==> src/hdl/im2col_pkg.sv <==
package im2col_pkg;

   // payload widths on the channels
   localparam int ADDR_OUT_W = 32;
   localparam int CSR_IDX_W  = 4;
   localparam int CSR_DATA_W = 16;

   // clamped counts; wide enough for the largest MAX_* setting (65536)
   localparam int CNT_W = 17;

   // register map
   localparam logic [CSR_IDX_W-1:0] CSR_BATCH_COUNT   = 4'd0;
   localparam logic [CSR_IDX_W-1:0] CSR_CHANNEL_COUNT = 4'd1;
   localparam logic [CSR_IDX_W-1:0] CSR_PADDED_HEIGHT = 4'd2;
   localparam logic [CSR_IDX_W-1:0] CSR_OUT_HEIGHT    = 4'd3;
   localparam logic [CSR_IDX_W-1:0] CSR_OUT_WIDTH     = 4'd4;
   localparam logic [CSR_IDX_W-1:0] CSR_KERNEL_HEIGHT = 4'd5;
   localparam logic [CSR_IDX_W-1:0] CSR_KERNEL_WIDTH  = 4'd6;
   localparam logic [CSR_IDX_W-1:0] CSR_STEP_SIZE     = 4'd7;

   // effective configuration seen by the datapath
   typedef struct packed {
      logic [CNT_W-1:0] batch;
      logic [CNT_W-1:0] chan;
      logic [CNT_W-1:0] out_h;
      logic [CNT_W-1:0] out_w;
      logic [CNT_W-1:0] ker_h;
      logic [CNT_W-1:0] ker_w;
      logic [12:0]      pad_h;
      logic [4:0]       stride;
   } im2col_cfg_type;

   // multiply-add sequence; src lands in acc a, dst in acc t
   typedef enum logic [3:0] {
      STEP_SX,   // a = x*s + kj
      STEP_SY,   // b = y*s + ki
      STEP_PH,   // a = a*ph + b
      STEP_CH,   // a = a*C + c
      STEP_M,    // a = a*M + i        (src)
      STEP_OW,   // t = y*OW + x
      STEP_TM,   // t = t*M + i
      STEP_TC,   // t = t*C
      STEP_TKH,  // t = t*KH
      STEP_RKH,  // b = c*KH + ki
      STEP_RKW,  // b = b*KW + kj      (row)
      STEP_DST   // t = t*KW + b       (dst)
   } im2col_step_type;

   typedef struct packed {
      logic            accept;
      logic            step_en;
      im2col_step_type step;
      logic            finish;
   } im2col_cmd_type;

   typedef struct packed {
      logic slot_free;
   } im2col_status_type;

endpackage

==> src/hdl/im2col_if.sv <==
interface im2col_req_if;
   logic valid;
   logic ready;
   logic restart;

   modport source (output valid, output restart, input ready);
   modport sink   (input valid, input restart, output ready);
endinterface

interface im2col_rsp_if;
   import im2col_pkg::*;
   logic                  valid;
   logic                  ready;
   logic [ADDR_OUT_W-1:0] src_addr;
   logic [ADDR_OUT_W-1:0] dst_addr;
   logic                  last;

   modport source (output valid, output src_addr, output dst_addr, output last, input ready);
   modport sink   (input valid, input src_addr, input dst_addr, input last, output ready);
endinterface

interface im2col_csr_if;
   import im2col_pkg::*;
   logic                  valid;
   logic                  ready;
   logic [CSR_IDX_W-1:0]  index;
   logic [CSR_DATA_W-1:0] data;

   modport source (output valid, output index, output data, input ready);
   modport sink   (input valid, input index, input data, output ready);
endinterface

==> src/hdl/im2col_csr.sv <==
module im2col_csr #(
   parameter int MAX_BATCH    = 256,
   parameter int MAX_CHANNELS = 1024,
   parameter int MAX_DIM      = 4096,
   parameter int MAX_KERNEL   = 16
) (
   input  logic                               clock,
   input  logic                               reset,
   input  logic                               wr_valid,
   output logic                               wr_ready,
   input  logic [im2col_pkg::CSR_IDX_W-1:0]   wr_index,
   input  logic [im2col_pkg::CSR_DATA_W-1:0]  wr_data,
   output im2col_pkg::im2col_cfg_type         cfg
);
   import im2col_pkg::*;

   logic [8:0]  batch_ff,   batch_in;
   logic [10:0] chan_ff,    chan_in;
   logic [12:0] pad_h_ff,   pad_h_in;
   logic [12:0] out_h_ff,   out_h_in;
   logic [12:0] out_w_ff,   out_w_in;
   logic [4:0]  ker_h_ff,   ker_h_in;
   logic [4:0]  ker_w_ff,   ker_w_in;
   logic [4:0]  step_sz_ff, step_sz_in;

   // zero counts as one, saturate at the build limit
   function automatic logic [CNT_W-1:0] clamp_count(input logic [CSR_DATA_W-1:0] v,
                                                    input logic [CNT_W-1:0] maxv);
      logic [CNT_W-1:0] ve;
      ve = CNT_W'(v);
      if (ve == '0) begin
         return CNT_W'(1);
      end else if (ve > maxv) begin
         return maxv;
      end
      return ve;
   endfunction

   assign wr_ready = 1'b1;

   always_comb begin
      batch_in   = batch_ff;
      chan_in    = chan_ff;
      pad_h_in   = pad_h_ff;
      out_h_in   = out_h_ff;
      out_w_in   = out_w_ff;
      ker_h_in   = ker_h_ff;
      ker_w_in   = ker_w_ff;
      step_sz_in = step_sz_ff;
      if (wr_valid) begin
         case (wr_index)
            CSR_BATCH_COUNT:   batch_in   = wr_data[8:0];
            CSR_CHANNEL_COUNT: chan_in    = wr_data[10:0];
            CSR_PADDED_HEIGHT: pad_h_in   = wr_data[12:0];
            CSR_OUT_HEIGHT:    out_h_in   = wr_data[12:0];
            CSR_OUT_WIDTH:     out_w_in   = wr_data[12:0];
            CSR_KERNEL_HEIGHT: ker_h_in   = wr_data[4:0];
            CSR_KERNEL_WIDTH:  ker_w_in   = wr_data[4:0];
            CSR_STEP_SIZE:     step_sz_in = wr_data[4:0];
            default: ;
         endcase
      end
   end

   always_ff @(posedge clock) begin
      if (reset) begin
         batch_ff   <= 9'd1;
         chan_ff    <= 11'd1;
         pad_h_ff   <= 13'd1;
         out_h_ff   <= 13'd1;
         out_w_ff   <= 13'd1;
         ker_h_ff   <= 5'd1;
         ker_w_ff   <= 5'd1;
         step_sz_ff <= 5'd1;
      end else begin
         batch_ff   <= batch_in;
         chan_ff    <= chan_in;
         pad_h_ff   <= pad_h_in;
         out_h_ff   <= out_h_in;
         out_w_ff   <= out_w_in;
         ker_h_ff   <= ker_h_in;
         ker_w_ff   <= ker_w_in;
         step_sz_ff <= step_sz_in;
      end
   end

   assign cfg.batch  = clamp_count(CSR_DATA_W'(batch_ff), CNT_W'(MAX_BATCH));
   assign cfg.chan   = clamp_count(CSR_DATA_W'(chan_ff),  CNT_W'(MAX_CHANNELS));
   assign cfg.out_h  = clamp_count(CSR_DATA_W'(out_h_ff), CNT_W'(MAX_DIM));
   assign cfg.out_w  = clamp_count(CSR_DATA_W'(out_w_ff), CNT_W'(MAX_DIM));
   assign cfg.ker_h  = clamp_count(CSR_DATA_W'(ker_h_ff), CNT_W'(MAX_KERNEL));
   assign cfg.ker_w  = clamp_count(CSR_DATA_W'(ker_w_ff), CNT_W'(MAX_KERNEL));
   assign cfg.pad_h  = pad_h_ff;
   assign cfg.stride = step_sz_ff;

endmodule

==> src/hdl/im2col_ctrl.sv <==
module im2col_ctrl (
   input  logic                          clock,
   input  logic                          reset,
   input  logic                          req_valid,
   output logic                          req_ready,
   input  im2col_pkg::im2col_status_type status,
   output im2col_pkg::im2col_cmd_type    cmd
);
   import im2col_pkg::*;

   typedef enum logic [1:0] {
      ST_IDLE,
      ST_CALC,
      ST_FINISH
   } state_type;

   state_type       state_ff, state_in;
   im2col_step_type step_ff,  step_in;

   assign req_ready = (state_ff == ST_IDLE);

   always_comb begin
      state_in    = state_ff;
      step_in     = step_ff;
      cmd.accept  = 1'b0;
      cmd.step_en = 1'b0;
      cmd.step    = step_ff;
      cmd.finish  = 1'b0;
      case (state_ff)
         ST_IDLE: begin
            if (req_valid) begin
               cmd.accept = 1'b1;
               step_in    = STEP_SX;
               state_in   = ST_CALC;
            end
         end
         ST_CALC: begin
            cmd.step_en = 1'b1;
            if (step_ff == STEP_DST) begin
               state_in = ST_FINISH;
            end else begin
               step_in = im2col_step_type'(step_ff + 4'd1);
            end
         end
         ST_FINISH: begin
            // wait for the output register to drain
            if (status.slot_free) begin
               cmd.finish = 1'b1;
               state_in   = ST_IDLE;
            end
         end
         default: state_in = ST_IDLE;
      endcase
   end

   always_ff @(posedge clock) begin
      if (reset) begin
         state_ff <= ST_IDLE;
         step_ff  <= STEP_SX;
      end else begin
         state_ff <= state_in;
         step_ff  <= step_in;
      end
   end

endmodule

==> src/hdl/im2col_dp.sv <==
module im2col_dp #(
   parameter int ADDR_WIDTH   = 32,
   parameter int MAX_BATCH    = 256,
   parameter int MAX_CHANNELS = 1024,
   parameter int MAX_DIM      = 4096,
   parameter int MAX_KERNEL   = 16
) (
   input  logic                                clock,
   input  logic                                reset,
   input  im2col_pkg::im2col_cfg_type          cfg,
   input  im2col_pkg::im2col_cmd_type          cmd,
   output im2col_pkg::im2col_status_type       status,
   input  logic                                req_restart,
   output logic                                rsp_valid,
   input  logic                                rsp_ready,
   output logic [im2col_pkg::ADDR_OUT_W-1:0]   rsp_src_addr,
   output logic [im2col_pkg::ADDR_OUT_W-1:0]   rsp_dst_addr,
   output logic                                rsp_last
);
   import im2col_pkg::*;

   localparam int AW  = ADDR_WIDTH;
   localparam int BW  = (MAX_BATCH    > 1) ? $clog2(MAX_BATCH)    : 1;
   localparam int CW  = (MAX_CHANNELS > 1) ? $clog2(MAX_CHANNELS) : 1;
   localparam int DW  = (MAX_DIM      > 1) ? $clog2(MAX_DIM)      : 1;
   localparam int KW  = (MAX_KERNEL   > 1) ? $clog2(MAX_KERNEL)   : 1;

   // counter nest, outermost first
   logic [CW-1:0] chan_ff,  chan_in;
   logic [DW-1:0] orow_ff,  orow_in;
   logic [DW-1:0] ocol_ff,  ocol_in;
   logic [KW-1:0] krow_ff,  krow_in;
   logic [KW-1:0] kcol_ff,  kcol_in;
   logic [BW-1:0] batch_ff, batch_in;

   logic [AW-1:0] a_ff, b_ff, t_ff;

   logic                  rsp_valid_ff, rsp_valid_in;
   logic [ADDR_OUT_W-1:0] src_ff, dst_ff;
   logic                  last_ff;

   logic [AW-1:0]       mul_a;
   logic [CNT_W-1:0]    mul_k;
   logic [AW-1:0]       add_v;
   logic [AW+CNT_W-1:0] prod_full;
   logic [AW-1:0]       mac;

   logic end_chan, end_orow, end_ocol, end_krow, end_kcol, end_batch;

   function automatic logic at_end(input logic [CNT_W-1:0] idx, input logic [CNT_W-1:0] cnt);
      return ((CNT_W+1)'(idx) + (CNT_W+1)'(1)) >= (CNT_W+1)'(cnt);
   endfunction

   // shared multiply-add: mac = mul_a * mul_k + add_v, mod 2^AW
   always_comb begin
      mul_a = '0;
      mul_k = '0;
      add_v = '0;
      case (cmd.step)
         STEP_SX: begin
            mul_a = AW'(ocol_ff);  mul_k = CNT_W'(cfg.stride); add_v = AW'(kcol_ff);
         end
         STEP_SY: begin
            mul_a = AW'(orow_ff);  mul_k = CNT_W'(cfg.stride); add_v = AW'(krow_ff);
         end
         STEP_PH: begin
            mul_a = a_ff;          mul_k = CNT_W'(cfg.pad_h);  add_v = b_ff;
         end
         STEP_CH: begin
            mul_a = a_ff;          mul_k = cfg.chan;           add_v = AW'(chan_ff);
         end
         STEP_M: begin
            mul_a = a_ff;          mul_k = cfg.batch;          add_v = AW'(batch_ff);
         end
         STEP_OW: begin
            mul_a = AW'(orow_ff);  mul_k = cfg.out_w;          add_v = AW'(ocol_ff);
         end
         STEP_TM: begin
            mul_a = t_ff;          mul_k = cfg.batch;          add_v = AW'(batch_ff);
         end
         STEP_TC: begin
            mul_a = t_ff;          mul_k = cfg.chan;
         end
         STEP_TKH: begin
            mul_a = t_ff;          mul_k = cfg.ker_h;
         end
         STEP_RKH: begin
            mul_a = AW'(chan_ff);  mul_k = cfg.ker_h;          add_v = AW'(krow_ff);
         end
         STEP_RKW: begin
            mul_a = b_ff;          mul_k = cfg.ker_w;          add_v = AW'(kcol_ff);
         end
         STEP_DST: begin
            mul_a = t_ff;          mul_k = cfg.ker_w;          add_v = b_ff;
         end
         default: ;
      endcase
   end

   assign prod_full = {{CNT_W{1'b0}}, mul_a} * {{AW{1'b0}}, mul_k};
   assign mac       = prod_full[AW-1:0] + add_v;

   always_ff @(posedge clock) begin
      if (cmd.step_en) begin
         case (cmd.step)
            STEP_SX, STEP_PH, STEP_CH, STEP_M:                  a_ff <= mac;
            STEP_SY, STEP_RKH, STEP_RKW:                        b_ff <= mac;
            STEP_OW, STEP_TM, STEP_TC, STEP_TKH, STEP_DST:      t_ff <= mac;
            default: ;
         endcase
      end
   end

   assign end_batch = at_end(CNT_W'(batch_ff), cfg.batch);
   assign end_kcol  = at_end(CNT_W'(kcol_ff),  cfg.ker_w);
   assign end_krow  = at_end(CNT_W'(krow_ff),  cfg.ker_h);
   assign end_ocol  = at_end(CNT_W'(ocol_ff),  cfg.out_w);
   assign end_orow  = at_end(CNT_W'(orow_ff),  cfg.out_h);
   assign end_chan  = at_end(CNT_W'(chan_ff),  cfg.chan);

   // clear the nest on restart, else advance it on finish; a counter at or past its last value wraps with a carry
   always_comb begin
      chan_in  = chan_ff;
      orow_in  = orow_ff;
      ocol_in  = ocol_ff;
      krow_in  = krow_ff;
      kcol_in  = kcol_ff;
      batch_in = batch_ff;
      if (cmd.accept && req_restart) begin
         chan_in  = '0;
         orow_in  = '0;
         ocol_in  = '0;
         krow_in  = '0;
         kcol_in  = '0;
         batch_in = '0;
      end else if (cmd.finish) begin
         batch_in = end_batch ? '0 : batch_ff + BW'(1);
         if (end_batch) begin
            kcol_in = end_kcol ? '0 : kcol_ff + KW'(1);
            if (end_kcol) begin
               krow_in = end_krow ? '0 : krow_ff + KW'(1);
               if (end_krow) begin
                  ocol_in = end_ocol ? '0 : ocol_ff + DW'(1);
                  if (end_ocol) begin
                     orow_in = end_orow ? '0 : orow_ff + DW'(1);
                     if (end_orow) begin
                        chan_in = end_chan ? '0 : chan_ff + CW'(1);
                     end
                  end
               end
            end
         end
      end
   end

   always_ff @(posedge clock) begin
      if (reset) begin
         chan_ff  <= '0;
         orow_ff  <= '0;
         ocol_ff  <= '0;
         krow_ff  <= '0;
         kcol_ff  <= '0;
         batch_ff <= '0;
      end else begin
         chan_ff  <= chan_in;
         orow_ff  <= orow_in;
         ocol_ff  <= ocol_in;
         krow_ff  <= krow_in;
         kcol_ff  <= kcol_in;
         batch_ff <= batch_in;
      end
   end

   // output register
   assign status.slot_free = !rsp_valid_ff || rsp_ready;

   always_comb begin
      rsp_valid_in = rsp_valid_ff;
      if (cmd.finish) begin
         rsp_valid_in = 1'b1;
      end else if (rsp_ready) begin
         rsp_valid_in = 1'b0;
      end
   end

   always_ff @(posedge clock) begin
      if (reset) begin
         rsp_valid_ff <= 1'b0;
      end else begin
         rsp_valid_ff <= rsp_valid_in;
      end
   end

   always_ff @(posedge clock) begin
      if (cmd.finish) begin
         src_ff  <= ADDR_OUT_W'(a_ff);
         dst_ff  <= ADDR_OUT_W'(t_ff);
         last_ff <= end_batch && end_kcol && end_krow && end_ocol && end_orow && end_chan;
      end
   end

   assign rsp_valid    = rsp_valid_ff;
   assign rsp_src_addr = src_ff;
   assign rsp_dst_addr = dst_ff;
   assign rsp_last     = last_ff;

endmodule

==> src/hdl/im2col_address_generator_top.sv <==
// channel | role           | beat
// req_if  | sink           | restart flag, one per address pair
// rsp_if  | source         | src_addr, dst_addr, last
// csr_if  | sink, always ready | register index and write data
//
// An item takes an accept step, twelve multiply-add steps through the single shared
// multiplier (address built by Horner evaluation) and a finish step that loads the
// output register and advances the counter nest. The next beat is taken the cycle after.
// A result waits in the output register; a stall there holds only the finish step.
// Synchronous reset zeroes the counters and sets every configuration register to 1.
module im2col_address_generator_top #(
   parameter int ADDR_WIDTH   = 32,
   parameter int MAX_BATCH    = 256,
   parameter int MAX_CHANNELS = 1024,
   parameter int MAX_DIM      = 4096,
   parameter int MAX_KERNEL   = 16
) (
   input logic          clock,
   input logic          reset,
   im2col_req_if.sink   req_if,
   im2col_rsp_if.source rsp_if,
   im2col_csr_if.sink   csr_if
);
   import im2col_pkg::*;

   im2col_cfg_type    cfg;
   im2col_cmd_type    cmd;
   im2col_status_type status;

   im2col_csr #(
      .MAX_BATCH    (MAX_BATCH),
      .MAX_CHANNELS (MAX_CHANNELS),
      .MAX_DIM      (MAX_DIM),
      .MAX_KERNEL   (MAX_KERNEL)
   ) u_csr (
      .clock    (clock),
      .reset    (reset),
      .wr_valid (csr_if.valid),
      .wr_ready (csr_if.ready),
      .wr_index (csr_if.index),
      .wr_data  (csr_if.data),
      .cfg      (cfg)
   );

   im2col_ctrl u_ctrl (
      .clock     (clock),
      .reset     (reset),
      .req_valid (req_if.valid),
      .req_ready (req_if.ready),
      .status    (status),
      .cmd       (cmd)
   );

   im2col_dp #(
      .ADDR_WIDTH   (ADDR_WIDTH),
      .MAX_BATCH    (MAX_BATCH),
      .MAX_CHANNELS (MAX_CHANNELS),
      .MAX_DIM      (MAX_DIM),
      .MAX_KERNEL   (MAX_KERNEL)
   ) u_dp (
      .clock        (clock),
      .reset        (reset),
      .cfg          (cfg),
      .cmd          (cmd),
      .status       (status),
      .req_restart  (req_if.restart),
      .rsp_valid    (rsp_if.valid),
      .rsp_ready    (rsp_if.ready),
      .rsp_src_addr (rsp_if.src_addr),
      .rsp_dst_addr (rsp_if.dst_addr),
      .rsp_last     (rsp_if.last)
   );

endmodule

==> src/flat_wrapper.sv <==
// flat-port wrapper written by rule: the top's interface ports become plain ports
module im2col_address_generator_top_flat import im2col_pkg::*;
#(
   parameter int ADDR_WIDTH   = 32,
   parameter int MAX_BATCH    = 256,
   parameter int MAX_CHANNELS = 1024,
   parameter int MAX_DIM      = 4096,
   parameter int MAX_KERNEL   = 16
)
  (clock, reset, req_if_valid, req_if_restart, req_if_ready, rsp_if_valid, rsp_if_src_addr, rsp_if_dst_addr, rsp_if_last, rsp_if_ready, csr_if_valid, csr_if_index, csr_if_data, csr_if_ready);
  im2col_req_if req_if_i ();
  im2col_rsp_if rsp_if_i ();
  im2col_csr_if csr_if_i ();
  input logic clock;
  input logic reset;
  input wire logic [$bits(req_if_i.valid)-1:0] req_if_valid;
  input wire logic [$bits(req_if_i.restart)-1:0] req_if_restart;
  output wire logic [$bits(req_if_i.ready)-1:0] req_if_ready;
  output wire logic [$bits(rsp_if_i.valid)-1:0] rsp_if_valid;
  output wire logic [$bits(rsp_if_i.src_addr)-1:0] rsp_if_src_addr;
  output wire logic [$bits(rsp_if_i.dst_addr)-1:0] rsp_if_dst_addr;
  output wire logic [$bits(rsp_if_i.last)-1:0] rsp_if_last;
  input wire logic [$bits(rsp_if_i.ready)-1:0] rsp_if_ready;
  input wire logic [$bits(csr_if_i.valid)-1:0] csr_if_valid;
  input wire logic [$bits(csr_if_i.index)-1:0] csr_if_index;
  input wire logic [$bits(csr_if_i.data)-1:0] csr_if_data;
  output wire logic [$bits(csr_if_i.ready)-1:0] csr_if_ready;
  assign req_if_i.valid = req_if_valid;
  assign req_if_i.restart = req_if_restart;
  assign req_if_ready = req_if_i.ready;
  assign rsp_if_valid = rsp_if_i.valid;
  assign rsp_if_src_addr = rsp_if_i.src_addr;
  assign rsp_if_dst_addr = rsp_if_i.dst_addr;
  assign rsp_if_last = rsp_if_i.last;
  assign rsp_if_i.ready = rsp_if_ready;
  assign csr_if_i.valid = csr_if_valid;
  assign csr_if_i.index = csr_if_index;
  assign csr_if_i.data = csr_if_data;
  assign csr_if_ready = csr_if_i.ready;
  im2col_address_generator_top #(.ADDR_WIDTH(ADDR_WIDTH), .MAX_BATCH(MAX_BATCH), .MAX_CHANNELS(MAX_CHANNELS), .MAX_DIM(MAX_DIM), .MAX_KERNEL(MAX_KERNEL)) u_core (.clock(clock), .reset(reset), .req_if(req_if_i), .rsp_if(rsp_if_i), .csr_if(csr_if_i));
endmodule
==> config.mk <==
export PLATFORM = sky130hd
export DESIGN_NAME = im2col_address_generator_top_flat
export DESIGN_NICKNAME = d
export VERILOG_FILES = /design/src/hdl/im2col_pkg.sv /design/src/hdl/im2col_if.sv /design/src/hdl/im2col_csr.sv /design/src/hdl/im2col_ctrl.sv /design/src/hdl/im2col_dp.sv /design/src/hdl/im2col_address_generator_top.sv /design/src/flat_wrapper.sv
export SDC_FILE = /design/constraint.sdc
export NUM_CORES = 1
export LEC_CHECK = 0
export BUFFER_PORTS_ARGS = -buffer_cell sky130_fd_sc_hd__buf_2
export CAP_MARGIN = 20
export CELL_PAD_IN_SITES_DETAIL_PLACEMENT = 1
export CELL_PAD_IN_SITES_GLOBAL_PLACEMENT = 1
export CORE_UTILIZATION = 50
export DETAILED_ROUTE_END_ITERATION = 10
export GPL_TIMING_DRIVEN = 0
export PLACE_DENSITY_LB_ADDON = 0.15
export SYNTH_ARGS = -nofsm -noshare
export SYNTH_HDL_FRONTEND = slang
export SYNTH_SLANG_ARGS = --single-unit
==> constraint.sdc <==
create_clock -name clock -period 10.2 [get_ports clock]
set_clock_uncertainty 0.15 [all_clocks]
set_input_delay 2.55 -clock clock [delete_from_list [all_inputs] [get_ports clock]]
set_output_delay 2.55 -clock clock [all_outputs]
set_load 0.005 [all_outputs]
# --- Word-level counts from Yosys, hierarchy flattened ---
# Cells that the tools add are included.
op_classes:
  add_sub_neg: 14
  n_mul: 1
  order_cmp: 12
  n_eq_ne: 24
  mux: 53
  reduce_logical: 52
ops:
  columns: ["cell", "count"]
  rows:
  - ["$pmux W32 S6", 2]
  - ["$mux W17", 18]
  - ["$pmux W17 S7", 1]
  - ["$ge A13 B17 Y1", 2]
  - ["$ge A5 B17 Y1", 2]
  - ["$add A32 B32 Y32", 1]
  - ["$eq A4 B3 Y1 const B", 8]
  - ["$mul A32 B17 Y32", 1]
  - ["$add A12 B1 Y13 const B", 2]
  - ["$gt A13 B13 Y1 const B", 2]
  - ["$logic_not A13 Y1", 2]
  - ["$add A12 B1 Y12 const B", 2]
  - ["$mux W12", 2]
  - ["$reduce_and A2 Y1", 12]
  - ["$reduce_or A2 Y1", 10]
  - ["$mux W1", 19]
  - ["$ge A11 B17 Y1", 1]
  - ["$ge A9 B17 Y1", 1]
  - ["$eq A4 B2 Y1 const B", 4]
  - ["$eq A4 B4 Y1 const B", 4]
  - ["$mux W4", 4]
  - ["$add A4 B1 Y4 const B", 3]
  - ["$add A10 B1 Y11 const B", 1]
  - ["$gt A11 B11 Y1 const B", 1]
  - ["other kinds (32)", 51]
totals:
  ff_bits: 292
  inputBits: 26
  out_inout_bits: 68

# --- Depth between registers and ports, before layout ---
# Gate-level depths: netlist (run 1).
depth:
  depth_word: 10
  depth_mapped: 34
  mapped_depth_nobuf: 31

# --- Modules after synthesis ---
# Synthesis (run 1) repeated with hierarchy kept, for this count alone.
unflattened:
  hier_cells: 3058
  hier_area_um2: 28071.9
by_module_without_submodules:
  columns: ["module", "n_inst", "cells_each", "area_per_inst_um2"]
  rows:
  - ["im2col_dp", 1, 2542, 23961.7]
  - ["im2col_csr", 1, 481, 3797.4]
  - ["im2col_ctrl", 1, 35, 312.8]

# --- Worst setup path before layout (run 1) ---
# OpenSTA, ideal clock, no wires.
synth_timing:
  kind: "reg-to-reg"
  start: "reg u_core.u_csr.batch_ff[4]"
  end: "reg u_core.u_dp.a_ff[29], data pin"
  setup_ns: 0.267
  arrival_ns: 7.859
  path_slack_ns: 1.924
  stages_incl_launch_ff: 32
  path_buffers: 2
  path_cell_list: "dfxtp_1 or4_1 nor2_1 ha_1 buf_1 and2_1 a221oi_1 o31ai_1 a221oi_1 clkbuf_1 nor2_1 fa_1 inv_1 fa_1 fa_1 inv_1 fa_1 fa_1 inv_1 fa_1 inv_1 ha_1 a21o_1 a21o_1 a21oi_1 o21ai_0 o21ai_0 o211ai_1 o311a_1 a31oi_1 nor2b_1 xnor2_1"
synth_between:
  elab_chain_cells: 7
synth_lines:
  columns: ["item", "line", "rtl"]
  rows:
  - ["from (decl)", "im2col_csr.sv:17", "logic [8:0] batch_ff, batch_in;"]
  - ["from (signal assigned)", "im2col_csr.sv:76", "batch_ff <= batch_in;"]
  - ["$gt A9 B9 Y1", "im2col_csr.sv:33", "end else if (ve > maxv) begin"]
  - ["$mux W1", "im2col_csr.sv:33", null]
  - ["$mux W1", "im2col_csr.sv:31", "if (ve == '0) begin"]
  - ["$mux W17 *", "im2col_csr.sv:36", "return ve;"]
  - ["$pmux W17 S7 *", "im2col_dp.sv:59", "case (cmd.step)"]
  - ["$mul A32 B17 Y32 *", "im2col_dp.sv:100", "assign prod_full = {{CNT_W{1'b0}}, mul_a} * {{AW{1'b0}}, mul_k};"]
  - ["$add A32 B32 Y32 *", "im2col_dp.sv:101", "assign mac = prod_full[AW-1:0] + add_v;"]
  - ["via u_core.u_dp.mac[29]", "im2col_dp.sv:46", "logic [AW-1:0] mac;"]
  - ["to (signal assigned)", "im2col_dp.sv:106", "STEP_SX, STEP_PH, STEP_CH, STEP_M: a_ff <= mac;"]
  - ["to (decl)", "im2col_dp.sv:36", "logic [AW-1:0] a_ff, b_ff, t_ff;"]
# The timed path passes the listed nets; every way through them passes the cells marked *.
# A chain may end at the register's enable or synchronous reset.

# --- Final worst setup path (run 1) ---
layout_timing:
  start: "reg u_core.u_ctrl.step_ff[3]"
  end: "reg u_core.u_dp.b_ff[31], data pin"
layout_between:
  elab_chain_cells: 5
layout_lines:
  columns: ["item", "line", "rtl"]
  rows:
  - ["from (decl)", "im2col_ctrl.sv:18", "im2col_step_type step_ff, step_in;"]
  - ["from (signal assigned)", "im2col_ctrl.sv:62", "step_ff <= step_in;"]
  - ["$eq A4 B3 Y1, or another cell as far along", "im2col_dp.sv:59", null]
  - ["$reduce_or A4 Y1 (no source line), or another cell as far along", null, null]
  - ["$pmux W32 S6 or $pmux W17 S7 (tied branches)", "im2col_dp.sv:59", null]
  - ["$mul A32 B17 Y32", "im2col_dp.sv:100", null]
  - ["$add A32 B32 Y32 *", "im2col_dp.sv:101", null]
  - ["via u_core.u_dp.mac[31]", "im2col_dp.sv:46", null]
  - ["to (signal assigned)", "im2col_dp.sv:107", "STEP_SY, STEP_RKH, STEP_RKW: b_ff <= mac;"]
  - ["to (decl)", "im2col_dp.sv:36", null]
# Marked as above.

==> impl_metrics.toml, run 1 <==
[logic_synthesis]
synth-main-ff-cell = "edfxtp_1"
synth_seq_cells = 292
syn_nets = 3214
synth_top_area_share_pct = 22.57
synth_area_mm2 = 0.02527
async_flop_share_pct = 0
synth-edff-count = 161
yosysUniqueCellTypes = 74
synth.area.top_cells = "fa_1 23%, edfxtp_1 19%, dfxtp_1 10%, ha_1 8.3%, inv_1 7.1%"
synth.yosys.seq_area_share_pct = 29.50
synth_top_cell_by_area = "fa_1"
syn_inst = 2735
yosysWarnings = 0
synth.avg_cell_area_um2 = 9.241

[critical_path]
crit_buf_inv = 8
r2r-end = "u_core.u_dp.b_ff[31]"
slowest_stage = "fa_1"
max_stage_delay_ns = 0.53
crit_path_end = "u_core.u_dp.b_ff[31]"
critPathTopFamily = "adder cells"
start_kind = "flip-flop"
required_ns = 10.34
worstPathMaxFanout = 10
reg2reg_from = "u_core.u_ctrl.step_ff[3]"
rrSetupSlack_ns = 0.29
r2r_cells = 30
crit_path_frequent_cell = "fa_1"
crit_arrival_ns = 10.05
cp-startpoint = "u_core.u_ctrl.step_ff[3]"
cp-end-kind = "flip-flop"
cp.depth = 30
crit_type = "flip-flop to flip-flop"

[sta]
period_minus_slack_ns = 9.907
relSlewSlack_pct = 12.99
hold_slack_ns = 0.2958
slew_violations = 0
setup_viol = 0
setup-tns-final_ns = 0
final-hold-violation-count = 0
period_share_pct = 97.12
worst_pin_slew_ns = 1.305
fmax_mhz = 100.9

[routing]
drt-initial-drc-count = 1828
vias = 20400
met2_length_mm = 38.74
firstDrtPassIters = 6
postRouteAntennaNets = 0
drc = 0
dr_wl_met3_mm = 6.164
wl_per_cell_um = 23.91
drt-met1-wl_mm = 38.21
top_layer_used = "met4"
drt_wl_total_mm = 85.41
via_per_inst = 5.709

[global_routing]
grtUsageTotal_pct = 34.42
antenna_found_initial = 0
overflow = 0
grt_pass1_vias = 22100
grt_max_degree = 55
grt_pass1_wl_mm = 131.5

[layout]
final_common_cell = "inv_1"
instances_no_fill = 3573
nets = 3353
layout-drive-gt1-share_pct = 8.175
area_delta_synth_final_pct = 10.97
most-common-layout-cells = "479 x inv_1, 333 x nor2_1, 296 x nand2_1"
fin_util_pct = 56.13

[cts]
cts_tree = "yes"
cts_made_buffers = 35
htreeDepth = 2
clk_pin_slew_worst_paths_ns = 0.06
clk_path_buf_depth = 3
cts.sinks = 292
ctsRootBufferMaster = "clkbuf_16"
worstSkewPairLatency_ns = 0.56

[outcome]
status = "completed"

[floorplan]
row_count = 82
ioPinCount = 94
core_mm2 = 0.04997
fp.dieW_um = 226.8
die_h_um = 226.8
start_util_pct = 50.58
dieArea_mm2 = 0.05145

[power]
power_leakage_nw = 12.55
ir_drop_mv = 0.1942
powerDensity_mw_per_mm2 = 97.25

[placement]
place_hpwl_mm = 68.50
globalplace.congestion = 0.9280
dp.cells = 3499
port_buffers = 83

[flow_run]
max_cap_violations = 0

[hold_path]
min_path_type = "flip-flop to flip-flop"
## timing repair
item	in CTS	in global routing
hold endpoints to repair	0	0
gates resized for setup	11	40
buffers inserted	6	3
hold buffers	0	0
setup endpoints to repair	48	24
pin swaps	5	2
## per-layer routing
layer | track usage, % | up-vias
li1 | - | 9091
met1 | 48.63 | 10510
met2 | 53.88 | 673
met3 | 5.948 | 126
met4 | 10.24 | 0
met5 | 0 | -
## registers in the layout, summed over array words and instances (netlist names), 2 cells and up
signal	flops
u_core.u_dp.t_ff	32
u_core.u_ctrl.step_ff	4
u_core.u_csr.chan_ff	11
u_core.u_dp.rsp_src_addr	32
u_core.u_csr.pad_h_ff	13
u_core.u_dp.rsp_dst_addr	32
u_core.u_csr.out_h_ff	13
u_core.u_dp.kcol_ff	4
u_core.u_dp.a_ff	32
u_core.u_dp.b_ff	32
u_core.u_dp.chan_ff	10
u_core.u_csr.step_sz_ff	5
u_core.u_csr.out_w_ff	13
u_core.u_dp.batch_ff	8
u_core.u_ctrl.state_ff	2
u_core.u_csr.ker_h_ff	5
u_core.u_dp.krow_ff	4
u_core.u_dp.orow_ff	12
u_core.u_csr.batch_ff	9
u_core.u_csr.ker_w_ff	5
u_core.u_dp.ocol_ff	12
## stage by stage
step / power (mW) / setup WS [ns] / cell area, um^2
after global placement: 1.422 / -0.8538 / 26530
final: 2.728 / 0.2935 / 28050
after floorplan: 1.365 / 1.924 / 25270
after detailed placement: 1.430 / -1.033 / 26680
after CTS: 2.737 / 0.001910 / 27950
after global routing: 2.786 / -0.001903 / 28040
## layout make-up
type | count | area, um^2
Inverter | 481 | 1808
Antenna cell | 2 | 5.005
Timing Repair Buffer | 103 | 616.8
Clock buffer | 43 | 955.9
Multi-Input combinational cell | 1845 | 15650
Tap cell | 672 | 840.8
Sequential cell | 292 | 7457
Fill cell | 5809 | 21920
Buffer | 116 | 489.2
Clock inverter | 19 | 229.0
## cell families (layout without fill, tap and decap cells)
family / Yosys count / count (layout) / share of synthesized area, %
compound gates: 342 / 342 / 9.050
other cells: 1 / 3 / 0.01484
xor+xnor: 90 / 90 / 3.257
flops: 292 / 292 / 29.50
fa+ha+maj: 453 / 453 / 30.89
mux: 51 / 51 / 2.035
buf+inv: 598 / 762 / 8.975
simple gates: 908 / 908 / 16.27
## power by group
group	internal, mW	switching [mW]	leakage (nW)
Clock	0.772	0.545	0.582
Combinational	0.0410	0.105	9.44
Sequential	1.25	0.0132	2.53
## Yosys cell counts (all sizes together) (26+ instances only)
cell type / instances
a21o: 36
a21oi: 106
a222oi: 29
and2: 28
and3: 29
clkbuf: 99
dfxtp: 131
edfxtp: 161
fa: 285
ha: 168
inv: 481
mux2i: 48
nand2: 296
nand2b: 42
nand3: 34
nor2: 337
nor2b: 28
o21ai: 63
or2: 26
xnor2: 59
xor2: 29
## worst min-delay path by stage
stage                               startpoint                            to  slack [ns]  depth (start not counted)
after floorplan           u_core.u_dp.t_ff[12]  u_core.u_dp.rsp_dst_addr[12]        0.28                          0
after CTS                 u_core.u_dp.t_ff[14]  u_core.u_dp.rsp_dst_addr[14]        0.30                          0
after global placement    u_core.u_dp.t_ff[14]  u_core.u_dp.rsp_dst_addr[14]        0.28                          0
after detailed placement  u_core.u_dp.t_ff[16]  u_core.u_dp.rsp_dst_addr[16]        0.29                          0
final                     u_core.u_dp.t_ff[14]  u_core.u_dp.rsp_dst_addr[14]        0.30                          0
after global routing      u_core.u_dp.t_ff[14]  u_core.u_dp.rsp_dst_addr[14]        0.31                          0
No activity file was read; power rests on OpenSTA's default activity.
==> run 2, diff against run 1 <==
--- a/config.mk
+++ b/config.mk
@@ -5,11 +5,12 @@
 export SDC_FILE = /design/constraint.sdc
 export NUM_CORES = 1
 export LEC_CHECK = 0
+export ABC_AREA = 1
 export BUFFER_PORTS_ARGS = -buffer_cell sky130_fd_sc_hd__buf_2
 export CAP_MARGIN = 20
 export CELL_PAD_IN_SITES_DETAIL_PLACEMENT = 1
 export CELL_PAD_IN_SITES_GLOBAL_PLACEMENT = 1
-export CORE_UTILIZATION = 50
+export CORE_UTILIZATION = 49
 export DETAILED_ROUTE_END_ITERATION = 10
 export GPL_TIMING_DRIVEN = 0
 export PLACE_DENSITY_LB_ADDON = 0.15
==> run 2 against run 1 <==
  * Via count is 9.4% higher
  * Final cell count grew 13%
  * Area after synthesis grew 3.0%
  * Setup slack got worse by 0.0065 ns
  * Total power grew 12%
==> impl_metrics.toml, run 2 <==
[outcome]
status = "completed"

[logic_synthesis]
synth.avg_cell_area_um2 = 8.141
synth_top_cell_by_area = "fa_1"
post-synth-top-count-cell = "inv_1"
synth-main-ff-cell = "edfxtp_1"
synth_seq_cells = 292
synth.area.top_cells = "fa_1 22%, edfxtp_1 19%, inv_1 12%, dfxtp_1 10%, nand2_1 9.0%"
async_flop_share_pct = 0
synthTopCellsByCount = "813 x inv_1, 626 x nand2_1, 285 x fa_1"
yosysWarnings = 0
syn_inst = 3197
syn_nets = 3676
synth.yosys.seq_area_share_pct = 28.65
synth-edff-count = 161
synth_area_mm2 = 0.02603
yosysUniqueCellTypes = 61
synth_top_area_share_pct = 21.92

[critical_path]
required_ns = 10.40
crit_path_frequent_cell = "inv_1"
worstPathMaxFanout = 10
crit_type = "flip-flop to flip-flop"
crit_arrival_ns = 10.11
cp-end-kind = "flip-flop"
start_kind = "flip-flop"
max_stage_delay_ns = 0.67
rrSetupSlack_ns = 0.29
r2r-end = "u_core.u_dp.b_ff[29]"
slowest_stage = "o21bai_1"
r2r_cells = 35
reg2reg_from = "u_core.u_ctrl.step_ff[0]"

[floorplan]
row_count = 84
ioPinCount = 94
dieArea_mm2 = 0.05404
fp.dieW_um = 232.5
core_mm2 = 0.05255
start_util_pct = 49.53
die_h_um = 232.5

[sta]
setup_viol = 0
setup_ws_ns = 0.2870
setup-tns-final_ns = 0
slew_violations = 0
period_share_pct = 97.19
relSlewSlack_pct = 19.40
final-hold-violation-count = 0
rsz0062_at_grt = "no"
worst_pin_slew_ns = 1.204
period_minus_slack_ns = 9.913
fmax_mhz = 100.9

[routing]
vias = 22310
drt-initial-drc-count = 1465
drt_wl_total_mm = 91.24
firstDrtPassIters = 5
drc = 0
via_per_inst = 5.523
postRouteAntennaNets = 0
wl_per_cell_um = 22.59

[hold_path]
worstHoldPathCells = 0
min_from = "u_core.u_dp.a_ff[17]"
min_path_type = "flip-flop to flip-flop"
min_to = "u_core.u_dp.rsp_src_addr[17]"

[placement]
place_hpwl_mm = 73.96
globalplace.congestion = 0.9399
dpl_cell_area_mm2 = 0.02742
pre_cts_ws_ns = 0.04991
port_buffers = 84

[cts]
post-cts-setup-buffer-count = 0
cts_tree = "yes"
worstSkewPairLatency_ns = 0.58
clk_path_buf_depth = 3
cts.sinks = 292
cts_made_buffers = 35
clk_pin_slew_worst_paths_ns = 0.06
htreeDepth = 2
ctsRootBufferMaster = "clkbuf_16"

[power]
power_leakage_nw = 14.82
ir_drop_mv = 0.1337
total_power_mw = 3.042
powerDensity_mw_per_mm2 = 105.7

[global_routing]
grt_pass1_wl_mm = 140.1
overflow = 0
grt_max_degree = 39
grtUsageTotal_pct = 34.59
antenna_found_initial = 1
grt_pass1_vias = 23860

[layout]
postLayoutCellArea_mm2 = 0.02878
final_common_cell = "inv_1"
layout-drive-gt1-share_pct = 6.774
area_delta_synth_final_pct = 10.59
diodes = 0
fill_cells = 6459
most-common-layout-cells = "811 x inv_1, 626 x nand2_1, 285 x fa_1"
nets = 3803

[flow_run]
max_cap_violations = 0
==> run 2: changes by cell type after synthesis, sizes merged, moves of 29 or more <==
cell	before	now
xnor2	59	14
nand3	34	89
nor2	337	281
o21ai	63	130
mux2i	48	0
a222oi	29	0
nand2	296	636
a21o	36	2
inv	481	823
a21oi	106	136
nand2b	42	0
==> run 2: cell families after synthesis <==
logic type      after synthesis  share of synthesized area, %
compound gates              365                         8.149
xor+xnor                     65                         2.187
other cells                   1                       0.01441
buf+inv                     932                         13.67
flops                       292                         28.65
fa+ha+maj                   453                         30.00
simple gates               1089                         17.33
==> run 2: worst max path at each step <==
stage | from | end | slack, ns | depth (start not counted)
after floorplan | u_core.u_ctrl.step_ff[0] | u_core.u_dp.a_ff[30] | 2.83 | 34
final | u_core.u_ctrl.step_ff[0] | u_core.u_dp.b_ff[29] | 0.29 | 35
after global routing | u_core.u_ctrl.step_ff[0] | u_core.u_dp.a_ff[30] | 0.02 | 31
after CTS | u_core.u_ctrl.step_ff[0] | u_core.u_dp.t_ff[30] | 0.01 | 34
after detailed placement | u_core.u_ctrl.step_ff[0] | u_core.u_dp.a_ff[30] | 0.05 | 34
after global placement | u_core.u_ctrl.step_ff[0] | u_core.u_dp.a_ff[30] | 0.21 | 34
==> run 2: metrics by stage <==
stage | utilization [%] | cells | hold WS (ns)
2_1_floorplan | - | 3197 | 0.2764
3_3_place_gp | 51.96 | 3969 | 0.2817
3_5_place_dp | 52.18 | 3973 | 0.2870
4_1_cts | 54.58 | 4037 | 0.2939
5_1_grt | 54.77 | 4039 | 0.3127
6_report | 54.77 | 4039 | 0.3034
==> run 2: layer usage <==
| metal | up-vias | GRT usage (%) | share of wire, % |
|---|---|---|---|
| met5 | - | 0 | 0 |
| met2 | 767 | 55.51 | 46 |
| li1 | 10030 | - | - |
| met3 | 149 | 7.279 | 7.7 |
| met1 | 11360 | 47.18 | 44 |
| met4 | 0 | 9.600 | 2.7 |
==> run 2: cell type report <==
type | instances | area, um^2 | share of cell area (%)
plain buffers | 106 | 459.2 | 1.595
clock buffers | 39 | 890.9 | 3.095
clock inverters | 25 | 374.1 | 1.300
inverters | 826 | 3103 | 10.78
multi-input cells | 1973 | 15090 | 52.44
flip-flops and latches | 292 | 7457 | 25.91
well taps | 688 | 860.8 | 2.991
repair buffers | 90 | 544.3 | 1.891
==> run 2: report_power, final <==
| group | internal, mW | total (mW) | switching [mW] |
|---|---|---|---|
| registers | 1.28 | 1.30 | 0.0231 |
| logic | 0.0874 | 0.328 | 0.240 |
| clock network | 0.846 | 1.41 | 0.565 |
| total | 2.21 | 3.04 | 0.828 |
==> run 2: repair_timing <==
action / CTS / global route
hold buffers: 0 / 0
endpoints found under the setup margin: 0 / 24
gates resized for setup: 0 / 20
==> run 2: worst max-delay path, delay by kind of cell, from the launching register on <==
family	cells	cell delay (ns)
DFF	1	0.40
and+or+nand+nor	8	1.17
AOI/OAI and AO/OA	7	2.51
xor gates and xnor gates	1	0.32
adders and majority gates	8	3.77
buffers and inverters	11	1.32
